$ cat src/design/ctp_pkg.sv
package ctp_pkg;

  localparam int SET_SIZE_MAX  = 256;
  localparam int CORDIC_STAGES = 16;
  localparam int ATAN_LEN      = 24;
  localparam int PRESCALE      = 14;
  localparam int CORDIC_ITERS  = (CORDIC_STAGES < ATAN_LEN) ? CORDIC_STAGES : ATAN_LEN;
  // square root of a 32-bit sum whose top bit pair is never both set: 16 digit steps
  localparam int SQRT_STEPS    = 16;
  localparam int RUN_LEN       = (CORDIC_ITERS > SQRT_STEPS) ? CORDIC_ITERS : SQRT_STEPS;
  localparam int ITER_W        = $clog2(RUN_LEN);
  localparam int POS_W         = 8;
  localparam int LAST_POS      = (SET_SIZE_MAX < 256) ? (SET_SIZE_MAX - 1) : 255;
  localparam int CORDIC_W      = 34;

  localparam logic [31:0] SQRT_BIT_INIT = 32'h4000_0000;
  localparam logic [31:0] TURN_HALF     = 32'h8000_0000;
  localparam logic [32:0] ROUND_HALF    = 33'h0_0000_8000;
  localparam logic [15:0] PHASE_ZERO    = 16'd0;
  localparam logic [15:0] PHASE_QUARTER = 16'd16384;
  localparam logic [15:0] PHASE_HALF    = 16'd32768;
  localparam logic [15:0] PHASE_3QUART  = 16'd49152;
  localparam logic [16:0] RANK_NONE     = 17'h1_FFFF;

  typedef enum logic [1:0] {
    ST_IDLE,
    ST_RUN,
    ST_FINISH
  } ctp_state_t;

  typedef struct packed {
    logic              load;
    logic              step;
    logic              commit;
    logic [ITER_W-1:0] iter;
  } ctp_cmd_t;

  typedef struct packed {
    logic [15:0]      magnitude;
    logic [15:0]      phase_turns;
    logic             phase_valid;
    logic [15:0]      max_magnitude;
    logic [POS_W-1:0] max_position;
    logic [POS_W-1:0] min_phase_position;
  } ctp_result_t;

  // atan(2^-i) in units of 2^-32 turn
  function automatic logic [31:0] atan_turn(input logic [4:0] idx);
    logic [31:0] v;
    case (idx)
      5'd0:    v = 32'd536870912;
      5'd1:    v = 32'd316933406;
      5'd2:    v = 32'd167458907;
      5'd3:    v = 32'd85004756;
      5'd4:    v = 32'd42667331;
      5'd5:    v = 32'd21354465;
      5'd6:    v = 32'd10680862;
      5'd7:    v = 32'd5340245;
      5'd8:    v = 32'd2670163;
      5'd9:    v = 32'd1335087;
      5'd10:   v = 32'd667544;
      5'd11:   v = 32'd333772;
      5'd12:   v = 32'd166886;
      5'd13:   v = 32'd83443;
      5'd14:   v = 32'd41722;
      5'd15:   v = 32'd20861;
      5'd16:   v = 32'd10430;
      5'd17:   v = 32'd5215;
      5'd18:   v = 32'd2608;
      5'd19:   v = 32'd1304;
      5'd20:   v = 32'd652;
      5'd21:   v = 32'd326;
      5'd22:   v = 32'd163;
      5'd23:   v = 32'd81;
      default: v = 32'd0;
    endcase
    return v;
  endfunction

endpackage

$ cat src/design/ctp_ctrl.sv
module ctp_ctrl
  import ctp_pkg::*;
(
  input  logic     clk,
  input  logic     rst,
  input  logic     in_valid,
  output logic     in_ready,
  output logic     out_valid,
  input  logic     out_ready,
  output ctp_cmd_t cmd
);

  ctp_state_t        state, state_next;
  logic [ITER_W-1:0] iter, iter_next;
  logic              out_valid_next;

  always_ff @(posedge clk) begin
    if (rst) begin
      state     <= ST_IDLE;
      iter      <= '0;
      out_valid <= 1'b0;
    end else begin
      state     <= state_next;
      iter      <= iter_next;
      out_valid <= out_valid_next;
    end
  end

  always_comb begin
    state_next = state;
    iter_next  = iter;
    in_ready   = 1'b0;
    cmd.load   = 1'b0;
    cmd.step   = 1'b0;
    cmd.commit = 1'b0;
    cmd.iter   = iter;
    case (state)
      ST_IDLE: begin
        // no sample beat while in reset
        in_ready = !rst;
        if (in_valid && !rst) begin
          cmd.load   = 1'b1;
          iter_next  = '0;
          state_next = ST_RUN;
        end
      end
      ST_RUN: begin
        cmd.step  = 1'b1;
        iter_next = iter + 1'b1;
        if (iter == ITER_W'(RUN_LEN - 1)) begin
          iter_next  = '0;
          state_next = ST_FINISH;
        end
      end
      ST_FINISH: begin
        // wait for the output register to be free
        if (!out_valid || out_ready) begin
          cmd.commit = 1'b1;
          state_next = ST_IDLE;
        end
      end
      default: state_next = ST_IDLE;
    endcase
    out_valid_next = cmd.commit ? 1'b1 : (out_ready ? 1'b0 : out_valid);
  end

endmodule

$ cat config.mk
export PLATFORM = sky130hd
export DESIGN_NAME = ctp_ctrl
export DESIGN_NICKNAME = d
export VERILOG_FILES = /design/src/design/ctp_pkg.sv /design/src/design/ctp_ctrl.sv
export SDC_FILE = /design/constraint.sdc
export NUM_CORES = 1
export LEC_CHECK = 0
export ABC_AREA = 1
export BUFFER_PORTS_ARGS = -buffer_cell sky130_fd_sc_hd__buf_4
export CAP_MARGIN = 20
export CORE_AREA = 2 2 39 41
export CTS_CLUSTER_SIZE = 14
export DETAILED_ROUTE_END_ITERATION = 10
export DIE_AREA = 0 0 41 43
export PLACE_DENSITY = 0.6
export SYNTH_ARGS = -nofsm -noshare
export SYNTH_HDL_FRONTEND = slang
export SYNTH_SLANG_ARGS = --single-unit
$ cat constraint.sdc
create_clock -name clk -period 1.25 [get_ports clk]
set_input_delay 0.0625 -clock clk [delete_from_list [all_inputs] [get_ports clk]]
set_output_delay 0.0625 -clock clk [all_outputs]
set_load 0.005 [all_outputs]
# --- Word-level counts from Yosys, hierarchy flattened ---
# Index checks and enable logic that the tools add are counted.
totals:
  regBits: 7
classes:
  n_eq_ne: 6
  addsub: 1
  reduce_logical: 9
  mux: 15
ops:
  columns: ["cell", "n"]
  rows:
  - ["2-to-1 mux 1 bit", 8]
  - ["2-to-1 mux 4 bit", 2]
  - ["one-hot mux 4 bit (2 select lines)", 1]
  - ["2-to-1 mux 2 bit", 3]
  - ["inequality test 2 bit, second input constant", 3]
  - ["one-hot mux 2 bit (3 select lines)", 1]
  - ["adder 4 x 1 -> 4 bit, second input constant", 1]
  - ["== test 4 bit, second input constant", 1]
  - ["nonzero test 2 bit", 2]
  - ["AND reduction 3 bit", 1]
  - ["== test 2 x 1 -> 1 bit, second input constant", 1]
  - ["== test 2 bit, second input constant", 1]
  - ["logical NOT 1 bit", 2]
  - ["logical NOT 2 bit", 1]
  - ["AND reduction 2 bit", 1]
  - ["logical AND 1 bit", 1]
  - ["logical OR 1 bit", 1]

# --- Logic depth before layout (Yosys ltp) ---
logic_depth:
  word_depth: 5
  ltp_mapped: 7
  ltp_nobuf: 6

# --- Least setup slack after synthesis ---
# Ideal clock, no wire load.
synth_timing:
  path_type: "reg2reg"
  startpoint: "reg iter[0]"
  endpoint: "reg iter[2]"
  slack_ns: 0.183
  n_path_buf: 0
  arrival_time_ns: 0.953
  t_required_ns: 1.136
  stages_incl_launch_ff: 5
  cell_sequence: "dfxtp_1 > ha_1 > or2_2 > nand3_1 > a21oi_2"
synth_between:
  elab_chain_len: 3
  word_cells_on_any_way: 4
synth_lines:
  columns: ["element", "line", "source"]
  rows:
  - ["start: declaration", "ctp_ctrl.sv:14", "logic [ITER_W-1:0] iter, iter_next;"]
  - ["start signal: assignment", "ctp_ctrl.sv:24", "iter <= iter_next;"]
  - ["adder 4 x 1 -> 4 bit or == test 4 bit (tied branches)", "ctp_ctrl.sv:49, ctp_ctrl.sv:50", null]
  - ["2-to-1 mux 4 bit (*)", "ctp_ctrl.sv:50", "if (iter == ITER_W'(RUN_LEN - 1)) begin"]
  - ["one-hot mux 4 bit (2 select lines) (*)", "ctp_ctrl.sv:37", "case (state)"]
# Mark *: on every way between the ends. The rest lies on a longest branch, timed or not.
# A chain may end at the register's enable or synchronous reset.

==> flow_summary.json <==
{
  "setup.worst_path.start": "state[1]",
  "synth-main-ff-cell": "dfxtp_1",
  "clock_latency_ps": 250,
  "clk_pin_slew_ps": 50,
  "finalHoldWorstSlack_ps": 46.05,
  "clock-sinks": 7,
  "cts_buffer_depth": 2,
  "dp_worst_setup_slack_ps": 223.1,
  "power.switching_mw": 0.1511,
  "post_cts_resized": 0,
  "critical_path.endpoint": "cmd[4]",
  "die_w_um": 41,
  "grt-ovfl-total": 0,
  "die-height_um": 43,
  "post-route-min-period_ps": 1105,
  "drt_iter0_markers": 10,
  "intPower_mw": 0.4111,
  "start_kind": "register",
  "switching_share_pct": 26.87,
  "io_buffers": 12,
  "area_growth_pct": 32.32,
  "ys.warnings.count": 0,
  "worstSetupPathType": "reg2out",
  "arrival_ps": 1040,
  "r2r_slack_ps": 200,
  "yosys_register_bits": 7,
  "synth-edff-count": 0,
  "fill_cells": 145,
  "fp.dieArea_mm2": 0.001763,
  "powerDensity_mw_per_mm2": 1035,
  "critPathMaxFanout": 4,
  "cts-htree-levels": 1,
  "drtPass1Iterations": 4,
  "ant_nets": 0,
  "synthCells": 54,
  "drc": 0,
  "final_nets": 76,
  "ctsHoldBuffers": 0,
  "fmaxAchievable_ghz": 0.9047,
  "seq_area_um2": 140.1,
  "p_comb_share_pct": 21.9,
  "avgSynthCellArea_um2": 7.600,
  "status": "complete, no violations",
  "setup-tns-final_ps": 0,
  "rsz0062_at_grt": "no",
  "min_path_type": "in2reg",
  "wl_per_cell_um": 9.907,
  "route.met2.wl_um": 408,
  "maxCapViolations": 0,
  "gp_congestion": 0.7854,
  "antenna_found_initial": 0,
  "initial_core_util_pct": 29.66,
  "pin_count": 13,
  "netlist_area_um2": 410.4,
  "setup_slack_ps": 144.7,
  "synth_top_cell_by_area": "dfxtp_1",
  "crit_required_ps": 1190,
  "drv_slew": 0,
  "wirelength_um": 852,
  "final-hold-violation-count": 0,
  "cts_buffers": 3,
  "postCtsSetupRepairBufs": 0,
  "syn_nets": 59,
  "hpwl_um": 650.2,
  "grt_max_degree": 9,
  "rows": 14,
  "finalSetupViolCount": 0,
  "ir_drop_mv": 0.5835,
  "vias_per_cell": 4.605,
  "tritoncts": "done",
  "reg2reg_to": "iter[0]",
  "pwr-share-clk_pct": 35.6,
  "endpoint_kind": "output port",
  "core-area_mm2": 0.001384,
  "synth.distinct_cells": 20,
  "grt_usage_pct": 11.17,
  "cts-root-buf": "clkbuf_4",
  "ys_seq_area_share_pct": 34.15,
  "diodes": 0,
  "num_vias": 396,
  "yosysMostFrequentCell": "nand2_1",
  "grt_pass1_wl_um": 1248,
  "async_reset_ff_share_pct": 0,
  "yosys-top-cells-area": "dfxtp_1, nor2_4, nand2_1",
  "multi_input_area_um2": 224.0,
  "routed.top_layer": "met4",
  "min_period_over_period_pct": 88.43,
  "wl_met3_um": 60,
  "p_leak_nw": 0.2408,
  "met1Wirelength_um": 376,
  "fin_skew_ps": 0.4716,
  "worstRegToRegCells": 6,
  "drive_above_1_share_pct": 45.71,
  "synth_commonest_cells": "nand2_1, dfxtp_1, nor2_1",
  "worst_pin_slew_ps": 232.7,
  "grt_pass1_vias": 297,
  "slew_headroom_pct": 84.45,
  "seq_power_share_pct": 42.5,
  "crit-reg2reg-launch": "iter[0]",
  "synth_top_area_share_pct": 34.15
}
-- cell usage in the layout, fill, tap and decap left out, drive strengths merged --
cell type,instances
nand3b,1
ha,1
inv,6
o21ai,2
or2,1
clkinv,1
clkbuf,4
nand2,11
nor2,10
a21oi,5
nand3,5
nand4,1
a31oi,1
dfxtp,7
buf,14
-- metal layers --
metal / up-vias / track usage (%)
met5: - / 0
met4: 0 / 6.000
met3: 2 / 6.283
met2: 10 / 15.63
met1: 178 / 12.94
li1: 206 / -
-- sequential cells by signal, indices dropped and copies added (netlist names) --
signal,cells
iter,4
state,2
out_valid,1
-- metrics by stage --
stage | cell area (µm²) | utilization, % | total power [mW] | instances
after floorplan | 410.4 | - | 0.3189 | 54
after global placement | 516.7 | 37.34 | 0.3662 | 82
after detailed placement | 516.7 | 37.34 | 0.3684 | 82
after CTS | 543.0 | 39.24 | 0.5824 | 86
after global routing | 543.0 | 39.24 | 0.6040 | 86
final | 543.0 | 39.24 | 0.5621 | 86
-- power groups by stage --
stage                     logic (mW)  registers, mW  clock network, mW
after floorplan               0.0711          0.248                  0
after global routing           0.136          0.240              0.228
after global placement         0.123          0.243                  0
after CTS                      0.125          0.239              0.219
final                          0.123          0.239              0.200
after detailed placement       0.125          0.243                  0
-- cell type report --
class / instances / share of cell area (%)
well taps: 16 / 3.687
inverters: 7 / 5.069
flip-flops and latches: 7 / 25.81
clock buffers: 4 / 4.839
multi-input cells: 38 / 41.24
repair buffers: 14 / 19.35
-- kinds of logic after synthesis --
kind of cell	count (synthesis)	synth area share (%)
buffers and inverters	9	11.28
flip-flops	7	34.15
AO/OA/AOI/OAI	8	12.81
AND/OR/NAND/NOR	29	38.72
adder cells (fa/ha/maj)	1	3.048
-- critical path, cell delays in order, from the launching register on --
cell	delay [ps]
dfxtp_1	430
nand2_1	120
a21oi_1	120
buf_4	120
-- how the worst min path moves through the flow --
| stage | from | end | slack (ps) | depth (start not counted) |
|---|---|---|---|---|
| floorplan | in_valid | state[0] | 230 | 2 |
| global placement | rst | iter[2] | 300 | 2 |
| detailed placement | rst | iter[3] | 310 | 2 |
| CTS | rst | iter[3] | 30 | 2 |
| global route | rst | iter[3] | 40 | 2 |
| finish | rst | iter[2] | 50 | 2 |
Note: power is estimated with default switching activity, not from simulation.
