<file path="config.mk">
export PLATFORM = sky130hd
export DESIGN_NAME = ctp_datapath
export DESIGN_NICKNAME = d
export VERILOG_FILES = /design/src/design/ctp_pkg.sv /design/src/design/ctp_datapath.sv
export SDC_FILE = /design/constraint.sdc
export NUM_CORES = 2
export LEC_CHECK = 0
export BUFFER_PORTS_ARGS = -buffer_cell sky130_fd_sc_hd__buf_4
export CORE_MARGIN = 3
export CORE_UTILIZATION = 40
export CTS_CLUSTER_DIAMETER = 30
export CTS_CLUSTER_SIZE = 30
export DETAILED_ROUTE_END_ITERATION = 16
export HOLD_SLACK_MARGIN = 0.03
export SKIP_CTS_REPAIR_TIMING = 1
export SLEW_MARGIN = 10
export SYNTH_ARGS = -nofsm -noshare
export SYNTH_HDL_FRONTEND = slang
export SYNTH_SLANG_ARGS = --single-unit
export TNS_END_PERCENT = 1
</file>
<file path="constraint.sdc">
create_clock -name clk -period 21.1 [get_ports clk]
set_input_delay 3.165 -clock clk [delete_from_list [all_inputs] [get_ports clk]]
set_output_delay 3.165 -clock clk [all_outputs]
set_load 0.01 [all_outputs]
</file>
<file path="src/design/ctp_pkg.sv">
package ctp_pkg;

  localparam int SET_SIZE_MAX  = 256;
  localparam int CORDIC_STAGES = 16;
  localparam int ATAN_LEN      = 24;
  localparam int PRESCALE      = 14;
  localparam int CORDIC_ITERS  = (CORDIC_STAGES < ATAN_LEN) ? CORDIC_STAGES : ATAN_LEN;
  // square root of a 32-bit sum whose top bit pair is never both set: 16 digit steps
  localparam int SQRT_STEPS    = 16;
  localparam int RUN_LEN       = (CORDIC_ITERS > SQRT_STEPS) ? CORDIC_ITERS : SQRT_STEPS;
  localparam int ITER_W        = $clog2(RUN_LEN);
  localparam int POS_W         = 8;
  localparam int LAST_POS      = (SET_SIZE_MAX < 256) ? (SET_SIZE_MAX - 1) : 255;
  localparam int CORDIC_W      = 34;

  localparam logic [31:0] SQRT_BIT_INIT = 32'h4000_0000;
  localparam logic [31:0] TURN_HALF     = 32'h8000_0000;
  localparam logic [32:0] ROUND_HALF    = 33'h0_0000_8000;
  localparam logic [15:0] PHASE_ZERO    = 16'd0;
  localparam logic [15:0] PHASE_QUARTER = 16'd16384;
  localparam logic [15:0] PHASE_HALF    = 16'd32768;
  localparam logic [15:0] PHASE_3QUART  = 16'd49152;
  localparam logic [16:0] RANK_NONE     = 17'h1_FFFF;

  typedef enum logic [1:0] {
    ST_IDLE,
    ST_RUN,
    ST_FINISH
  } ctp_state_t;

  typedef struct packed {
    logic              load;
    logic              step;
    logic              commit;
    logic [ITER_W-1:0] iter;
  } ctp_cmd_t;

  typedef struct packed {
    logic [15:0]      magnitude;
    logic [15:0]      phase_turns;
    logic             phase_valid;
    logic [15:0]      max_magnitude;
    logic [POS_W-1:0] max_position;
    logic [POS_W-1:0] min_phase_position;
  } ctp_result_t;

  // atan(2^-i) in units of 2^-32 turn
  function automatic logic [31:0] atan_turn(input logic [4:0] idx);
    logic [31:0] v;
    case (idx)
      5'd0:    v = 32'd536870912;
      5'd1:    v = 32'd316933406;
      5'd2:    v = 32'd167458907;
      5'd3:    v = 32'd85004756;
      5'd4:    v = 32'd42667331;
      5'd5:    v = 32'd21354465;
      5'd6:    v = 32'd10680862;
      5'd7:    v = 32'd5340245;
      5'd8:    v = 32'd2670163;
      5'd9:    v = 32'd1335087;
      5'd10:   v = 32'd667544;
      5'd11:   v = 32'd333772;
      5'd12:   v = 32'd166886;
      5'd13:   v = 32'd83443;
      5'd14:   v = 32'd41722;
      5'd15:   v = 32'd20861;
      5'd16:   v = 32'd10430;
      5'd17:   v = 32'd5215;
      5'd18:   v = 32'd2608;
      5'd19:   v = 32'd1304;
      5'd20:   v = 32'd652;
      5'd21:   v = 32'd326;
      5'd22:   v = 32'd163;
      5'd23:   v = 32'd81;
      default: v = 32'd0;
    endcase
    return v;
  endfunction

endpackage

</file>
<file path="src/design/ctp_datapath.sv">
module ctp_datapath
  import ctp_pkg::*;
(
  input  logic               clk,
  input  logic               rst,
  input  ctp_cmd_t           cmd,
  input  logic signed [15:0] real_part,
  input  logic signed [15:0] imag_part,
  input  logic               start_set,
  output ctp_result_t        result
);

  // held sample
  logic signed [15:0] re, im;
  logic               start;

  // cordic
  logic signed [CORDIC_W-1:0] x, y;
  logic [31:0]                acc;
  logic signed [CORDIC_W-1:0] sx, sy;
  logic [31:0]                atan_v;
  logic                       cordic_on;

  // square root
  logic [31:0] rem, root, bitv;
  logic [32:0] trial;
  logic        sqrt_on;

  // running best values
  logic [POS_W-1:0] set_position;
  logic [15:0]      best_mag;
  logic [POS_W-1:0] best_mag_pos;
  logic [16:0]      best_phase;
  logic [POS_W-1:0] best_phase_pos;

  logic signed [31:0]         re_sq, im_sq;
  logic signed [CORDIC_W-1:0] re_w, im_w;
  logic [32:0]                acc_round;
  logic [15:0]                phase, mag;
  logic                       valid;
  logic [16:0]                rank;
  logic [POS_W-1:0]           idx;
  logic                       win_mag, win_phase;
  logic [15:0]                best_mag_next;
  logic [POS_W-1:0]           best_mag_pos_next;
  logic [16:0]                best_phase_next;
  logic [POS_W-1:0]           best_phase_pos_next;

  assign re_sq = real_part * real_part;
  assign im_sq = imag_part * imag_part;
  assign re_w  = CORDIC_W'(real_part) <<< PRESCALE;
  assign im_w  = CORDIC_W'(imag_part) <<< PRESCALE;

  assign sx        = x >>> cmd.iter;
  assign sy        = y >>> cmd.iter;
  assign atan_v    = atan_turn(5'(cmd.iter));
  assign cordic_on = {1'b0, cmd.iter} < (ITER_W + 1)'(CORDIC_ITERS);
  assign sqrt_on   = {1'b0, cmd.iter} < (ITER_W + 1)'(SQRT_STEPS);
  assign trial     = {1'b0, root} + {1'b0, bitv};

  always_ff @(posedge clk) begin
    if (cmd.load) begin
      re    <= real_part;
      im    <= imag_part;
      start <= start_set;
      // quadrant pre-rotation into the right half plane
      if (real_part[15]) begin
        x   <= -re_w;
        y   <= -im_w;
        acc <= TURN_HALF;
      end else begin
        x   <= re_w;
        y   <= im_w;
        acc <= '0;
      end
      rem  <= unsigned'(re_sq) + unsigned'(im_sq);
      root <= '0;
      bitv <= SQRT_BIT_INIT;
    end else if (cmd.step) begin
      if (cordic_on) begin
        if (!y[CORDIC_W-1]) begin
          x   <= x + sy;
          y   <= y - sx;
          acc <= acc + atan_v;
        end else begin
          x   <= x - sy;
          y   <= y + sx;
          acc <= acc - atan_v;
        end
      end
      if (sqrt_on) begin
        if ({1'b0, rem} >= trial) begin
          rem  <= rem - trial[31:0];
          root <= (root >> 1) + bitv;
        end else begin
          root <= root >> 1;
        end
        bitv <= bitv >> 2;
      end
    end
  end

  always_comb begin
    acc_round = {1'b0, acc} + ROUND_HALF;
    valid     = 1'b1;
    if (re == 16'sd0 && im == 16'sd0) begin
      valid = 1'b0;
      phase = PHASE_ZERO;
    end else if (im == 16'sd0) begin
      phase = re[15] ? PHASE_HALF : PHASE_ZERO;
    end else if (re == 16'sd0) begin
      phase = im[15] ? PHASE_3QUART : PHASE_QUARTER;
    end else begin
      phase = acc_round[31:16];
    end
    // remainder above the root means the true root is past the half step
    mag  = root[15:0] + 16'(rem > root);
    rank = valid ? ({1'b0, phase} + 17'd1) : 17'd0;
    idx  = start ? '0 : set_position;

    win_mag   = start || (mag > best_mag);
    win_phase = start || (rank < best_phase);

    best_mag_next       = win_mag ? mag : best_mag;
    best_mag_pos_next   = win_mag ? idx : best_mag_pos;
    best_phase_next     = win_phase ? rank : best_phase;
    best_phase_pos_next = win_phase ? idx : best_phase_pos;
  end

  always_ff @(posedge clk) begin
    if (rst) begin
      set_position   <= '0;
      best_mag       <= '0;
      best_mag_pos   <= '0;
      best_phase     <= RANK_NONE;
      best_phase_pos <= '0;
    end else if (cmd.commit) begin
      set_position   <= (idx < POS_W'(LAST_POS)) ? (idx + 1'b1) : POS_W'(LAST_POS);
      best_mag       <= best_mag_next;
      best_mag_pos   <= best_mag_pos_next;
      best_phase     <= best_phase_next;
      best_phase_pos <= best_phase_pos_next;
    end
  end

  always_ff @(posedge clk) begin
    if (cmd.commit) begin
      result.magnitude          <= mag;
      result.phase_turns        <= phase;
      result.phase_valid        <= valid;
      result.max_magnitude      <= best_mag_next;
      result.max_position       <= best_mag_pos_next;
      result.min_phase_position <= best_phase_pos_next;
    end
  end

endmodule

</file>
After elaboration in Yosys (flattened, before gate mapping)
Memory sizes are Yosys's and may differ from the RTL's.
Index checks and enable logic that the tools add are counted.
Cells by class
  add/subtract/negate cells: 16
  multiply operators: 2
  order comparisons: 5
  shifts and indexed selects: 2
  multiplexer cells: 28
  reduce and logical (&&, ||, !) cells: 9
Operators with widths (number)
  $mux W34: 8
  $mux W32: 8
  $mux W16: 6
  $add A34 B34 Y34: 2
  $neg A30 Y34: 2
  $sshr A34 B4 Y34: 2
  $sub A34 B34 Y34: 2
  $add A32 B32 Y32: 2
  $mul A16 B16 Y32: 2
  $sub A32 B32 Y32: 2
  $add A32 B31 Y33: 1
  $ge A32 B33 Y1: 1
  $add A31 B31 Y32: 1
  $add A32 B16 Y32 const B: 1
  $gt A32 B32 Y1: 1
  $logic_not A16 Y1: 2
  $mux W8: 4
  $add A16 B1 Y17 const B: 1
  $lt A17 B17 Y1: 1
  $mux W17: 1
  $add A16 B1 Y16: 1
  $gt A16 B16 Y1: 1
  $add A8 B1 Y8 const B: 1
  $lt A8 B8 Y1 const B: 1
  5 further kinds: 8
Storage, ports and cells
  register bits: 335
  bits in read-only memories: 480
  input bits: 42
  output and inout port bits: 65
  logic and storage cells: 83
  memories kept: 1
Memories
  (name not given): depth 16, width 30, rd ports 1, clocked after memory_dff 0, write ports 0, line ctp_pkg.sv:50  | case (idx)

Longest topological paths before layout
  depth in word-level cells: 9
  gate-level depth with buffers: 30
  gate-level depth less buffers: 27

Worst setup path after synthesis
Ideal clock, no wire load.
  kind: input-to-reg
  from: input real_part[15]
  to: register rem[24], data pin
  library setup time: 0.282 ns
  arrival: 10.332 ns
  required time: 20.818 ns
  slack: 10.486 ns
  stages on the path: 27
  buffers on the path: 3
  cell sequence: clkbuf_1 clkbuf_1 clkbuf_1 nand2_1 fa_1 inv_1 fa_1 inv_1 fa_1 fa_1 inv_1 fa_1 fa_1 fa_1 inv_1 fa_1 inv_1 ha_1 a2111o_1 o211ai_1 o31ai_1 or3_1 a31oi_1 o21ai_0 xnor2_1 a211oi_1 o311ai_0
On the way
  longest elaborated chain between the ends: 3
Ends and longest elaborated chain
  from (decl): line ctp_datapath.sv:7  | input logic signed [15:0] real_part,
  $mul A16 B16 Y32: line ctp_datapath.sv:49  | assign re_sq = real_part * real_part;
  $add A32 B32 Y32: line ctp_datapath.sv:76  | rem <= unsigned'(re_sq) + unsigned'(im_sq);
  $mux W32: line ctp_datapath.sv:62  | if (cmd.load) begin
  to (signal assigned): line ctp_datapath.sv:76
  to (signal assigned): line ctp_datapath.sv:93  | rem <= rem - trial[31:0];
  to (decl): line ctp_datapath.sv:25  | logic [31:0] rem, root, bitv;
Every way passes these cells.
A chain may end at the register's enable or synchronous reset.

Worst setup path in the final report
  from: input imag_part[15]
  to: register rem[24], data pin
On the way
  longest elaborated chain between the ends: 3
Ends and longest elaborated chain
  from (decl): line ctp_datapath.sv:8  | input logic signed [15:0] imag_part,
  $mul A16 B16 Y32: line ctp_datapath.sv:50  | assign im_sq = imag_part * imag_part;
  $add A32 B32 Y32: line ctp_datapath.sv:76
  $mux W32: line ctp_datapath.sv:62
Every way passes these cells.

==> results_dict.tcl <==
set metrics [dict create \
    antenna_found_initial 3 \
    hold_viol_final 0 \
    routabilityCongestion 0.885 \
    clock_sinks 335 \
    final_core_util 0.451 \
    first_global_vias 38700 \
    place_area_um2 49700 \
    critPathKind "in2reg" \
    tightest_slew_ns 1.18 \
    seq_area_frac_synth 0.189 \
    synth-edff-count 230 \
    ys_warn_count 0 \
    syn-cell-area_um2 47800 \
    reg2reg_depth 26 \
    setup_tns_ns 0 \
    die_h_um 352 \
    drive_above_1_share 0.0893 \
    num_rows 126 \
    cts_tree "built" \
    wl_per_cell_um 18.7 \
    port_buffers 106 \
    path_common_cell "fa_1" \
    fp.dieArea_um2 124000 \
    grt_max_degree 87 \
    synth_nets 6191 \
    routed_wl_um 129000 \
    required_ns 21.49 \
    path_cells "buf_4, and2_1, fa_1, fa_1, inv_1, fa_1, inv_1, fa_1, fa_1, fa_1, fa_1, inv_1, fa_1, inv_1, ha_1, o21a_1, o21ai_0, nor4bb_1, or3_1, a31oi_1, o21ai_0, xnor2_1, a211oi_1, o311ai_0" \
    hpwlAfterDp_um 99900 \
    htree_levels 3 \
    start_util 0.404 \
    finalInstanceArea_um2 53300 \
    fp.dieW_um 352 \
    cts_made_buffers 106 \
    ioPinCount 107 \
    overflow 0 \
    synth_flop_cell "edfxtp_1" \
    fin_crit_sh 0.511 \
    synth.distinct_cells 91 \
    clock_path_buffers 3 \
    layout_commonest_cell "inv_1" \
    ys_ff_latch 335 \
    max_stage_delay_ns 0.76 \
    avgSynthCellArea_um2 9.14 \
    path_max_fanout 36 \
    setup-violations-final 0 \
    crit_slowest_cell "and2_1" \
    vias 37900 \
    fin_crit_ns 10.77 \
    grt_pass1_wl_um 209000 \
    firstDrtPassIters 6 \
    hold_path_class "reg2reg" \
    nets 6208 \
    endpoint_kind "register" \
    status "finished clean" \
    drtIter0Drc 2729 \
    clk_pin_slew_ns 0.05 \
    fin_worst_skew_ns 0.0781 \
    cts_root_buf "clkbuf_16" \
    fmax_mhz 92.8 \
    synthCells 5225 \
    final_cell_mix "778 x inv_1, 531 x fa_1, 403 x nand2_1, 393 x ha_1, 370 x nor2_1" \
    async_flop_share 0 \
    drc 0 \
    clock_latency_ns 0.71 \
    drtAntennaViolNets 0 \
    cap_viol_max_count 0 \
    coreArea_um2 118000 \
    drv_slew 0 \
    rsz0062_at_grt "false" \
    areaGrowthSynthToFinish_pct 11.7 \
    via_per_inst 5.51 \
    track_usage 0.212 \
    slew_headroom 0.216 \
    start_kind "primary input" \
    min_path_cells 1 \
    critPathArrivalTime_ns 11.16 \
]
## final timing paths
check / start / end / slack (ns)
setup / recovery: imag_part[15] / rem[24] / 10.33
setup reg to reg: root[9] / result[17] / 13.60
hold / removal: best_phase[7] / best_phase[7] / 0.46
hold reg to reg: best_phase[7] / best_phase[7] / 0.46
## synthesized netlist by cell type (all sizes together), types with 12 or more instances
| cell | count | area share |
|---|---|---|
| nor4 | 33 | 0.0043 |
| o21a | 40 | 0.0063 |
| a31o | 20 | 0.0037 |
| nor2 | 370 | 0.029 |
| fa | 531 | 0.22 |
| edfxtp | 230 | 0.14 |
| ha | 393 | 0.10 |
| or4 | 13 | 0.0022 |
| dfxtp | 105 | 0.044 |
| a21o | 79 | 0.012 |
| and3 | 33 | 0.0043 |
| a21oi | 260 | 0.027 |
| buf | 67 | 0.0079 |
| mux2i | 74 | 0.016 |
| and2 | 98 | 0.013 |
| a211oi | 37 | 0.0058 |
| a31oi | 87 | 0.011 |
| mux2 | 49 | 0.012 |
| o21ai | 227 | 0.024 |
| nand4 | 50 | 0.0066 |
| xnor2 | 212 | 0.039 |
| nand2b | 44 | 0.0058 |
| a211o | 22 | 0.0040 |
| or2 | 19 | 0.0025 |
| nor3b | 17 | 0.0027 |
| nor2b | 72 | 0.0094 |
| o22ai | 30 | 0.0039 |
| nand2 | 403 | 0.032 |
| o31ai | 26 | 0.0041 |
| clkbuf | 160 | 0.013 |
| nor3 | 107 | 0.011 |
| nand3 | 74 | 0.0078 |
| a311oi | 16 | 0.0031 |
| xor2 | 128 | 0.023 |
| or3 | 21 | 0.0029 |
| inv | 780 | 0.061 |
| o21bai | 28 | 0.0044 |
| mux4 | 75 | 0.036 |
| nand3b | 12 | 0.0019 |
| o211ai | 32 | 0.0050 |
## flip-flops by register name, summed over array words and instances (netlist names), 17 cells and up
| name | cells |
|---|---|
| best_phase | 17 |
| y | 34 |
| root | 32 |
| result | 65 |
| acc | 32 |
| x | 34 |
| rem | 32 |
## layer usage
metal	up-vias	track usage	part of all wire
met5	-	0	0.00016
met4	2	0.0700	0.032
met3	236	0.0338	0.057
met2	1038	0.355	0.48
met1	18700	0.280	0.43
li1	17900	-	-
## logic make-up after synthesis
logic type / after synthesis / synth area share
simple gates: 1399 / 0.142
compound gates: 1016 / 0.136
buf+inv: 1013 / 0.0823
fa+ha+maj: 924 / 0.326
xor+xnor: 340 / 0.0624
flops: 335 / 0.189
mux: 198 / 0.0634
## worst max-delay path: cells and delay by family
| kind | cells | cell delay, ns |
|---|---|---|
| XOR/XNOR | 1 | 0.15 |
| adder cells (fa/ha/maj) | 9 | 4.53 |
| AND/OR/NAND/NOR | 3 | 1.33 |
| buffers and inverters | 5 | 0.56 |
| AO/OA/AOI/OAI | 6 | 1.39 |
## area by class of cell
type,count,area (µm²)
Antenna cell,1,2.50
Clock buffer,133,2840
Clock inverter,65,757
Fill cell,11400,64900
Inverter,786,2950
Multi-Input combinational cell,3877,34800
Sequential cell,335,9010
Tap cell,1536,1920
Timing Repair Buffer,136,1030
## metrics by stage
| step | cells | hold slack, ns | setup WS (ns) |
|---|---|---|---|
| floorplan | 5225 | 0.429 | 10.49 |
| global placement | 6670 | 0.441 | 9.75 |
| detailed placement | 6670 | 0.449 | 9.69 |
| CTS | 6868 | 0.461 | 10.38 |
| global route | 6868 | 0.470 | 9.93 |
| finish | 6869 | 0.456 | 10.33 |
Power is not shown: default switching activity piles up to over one toggle a cycle in this logic, so the estimate is an artifact.
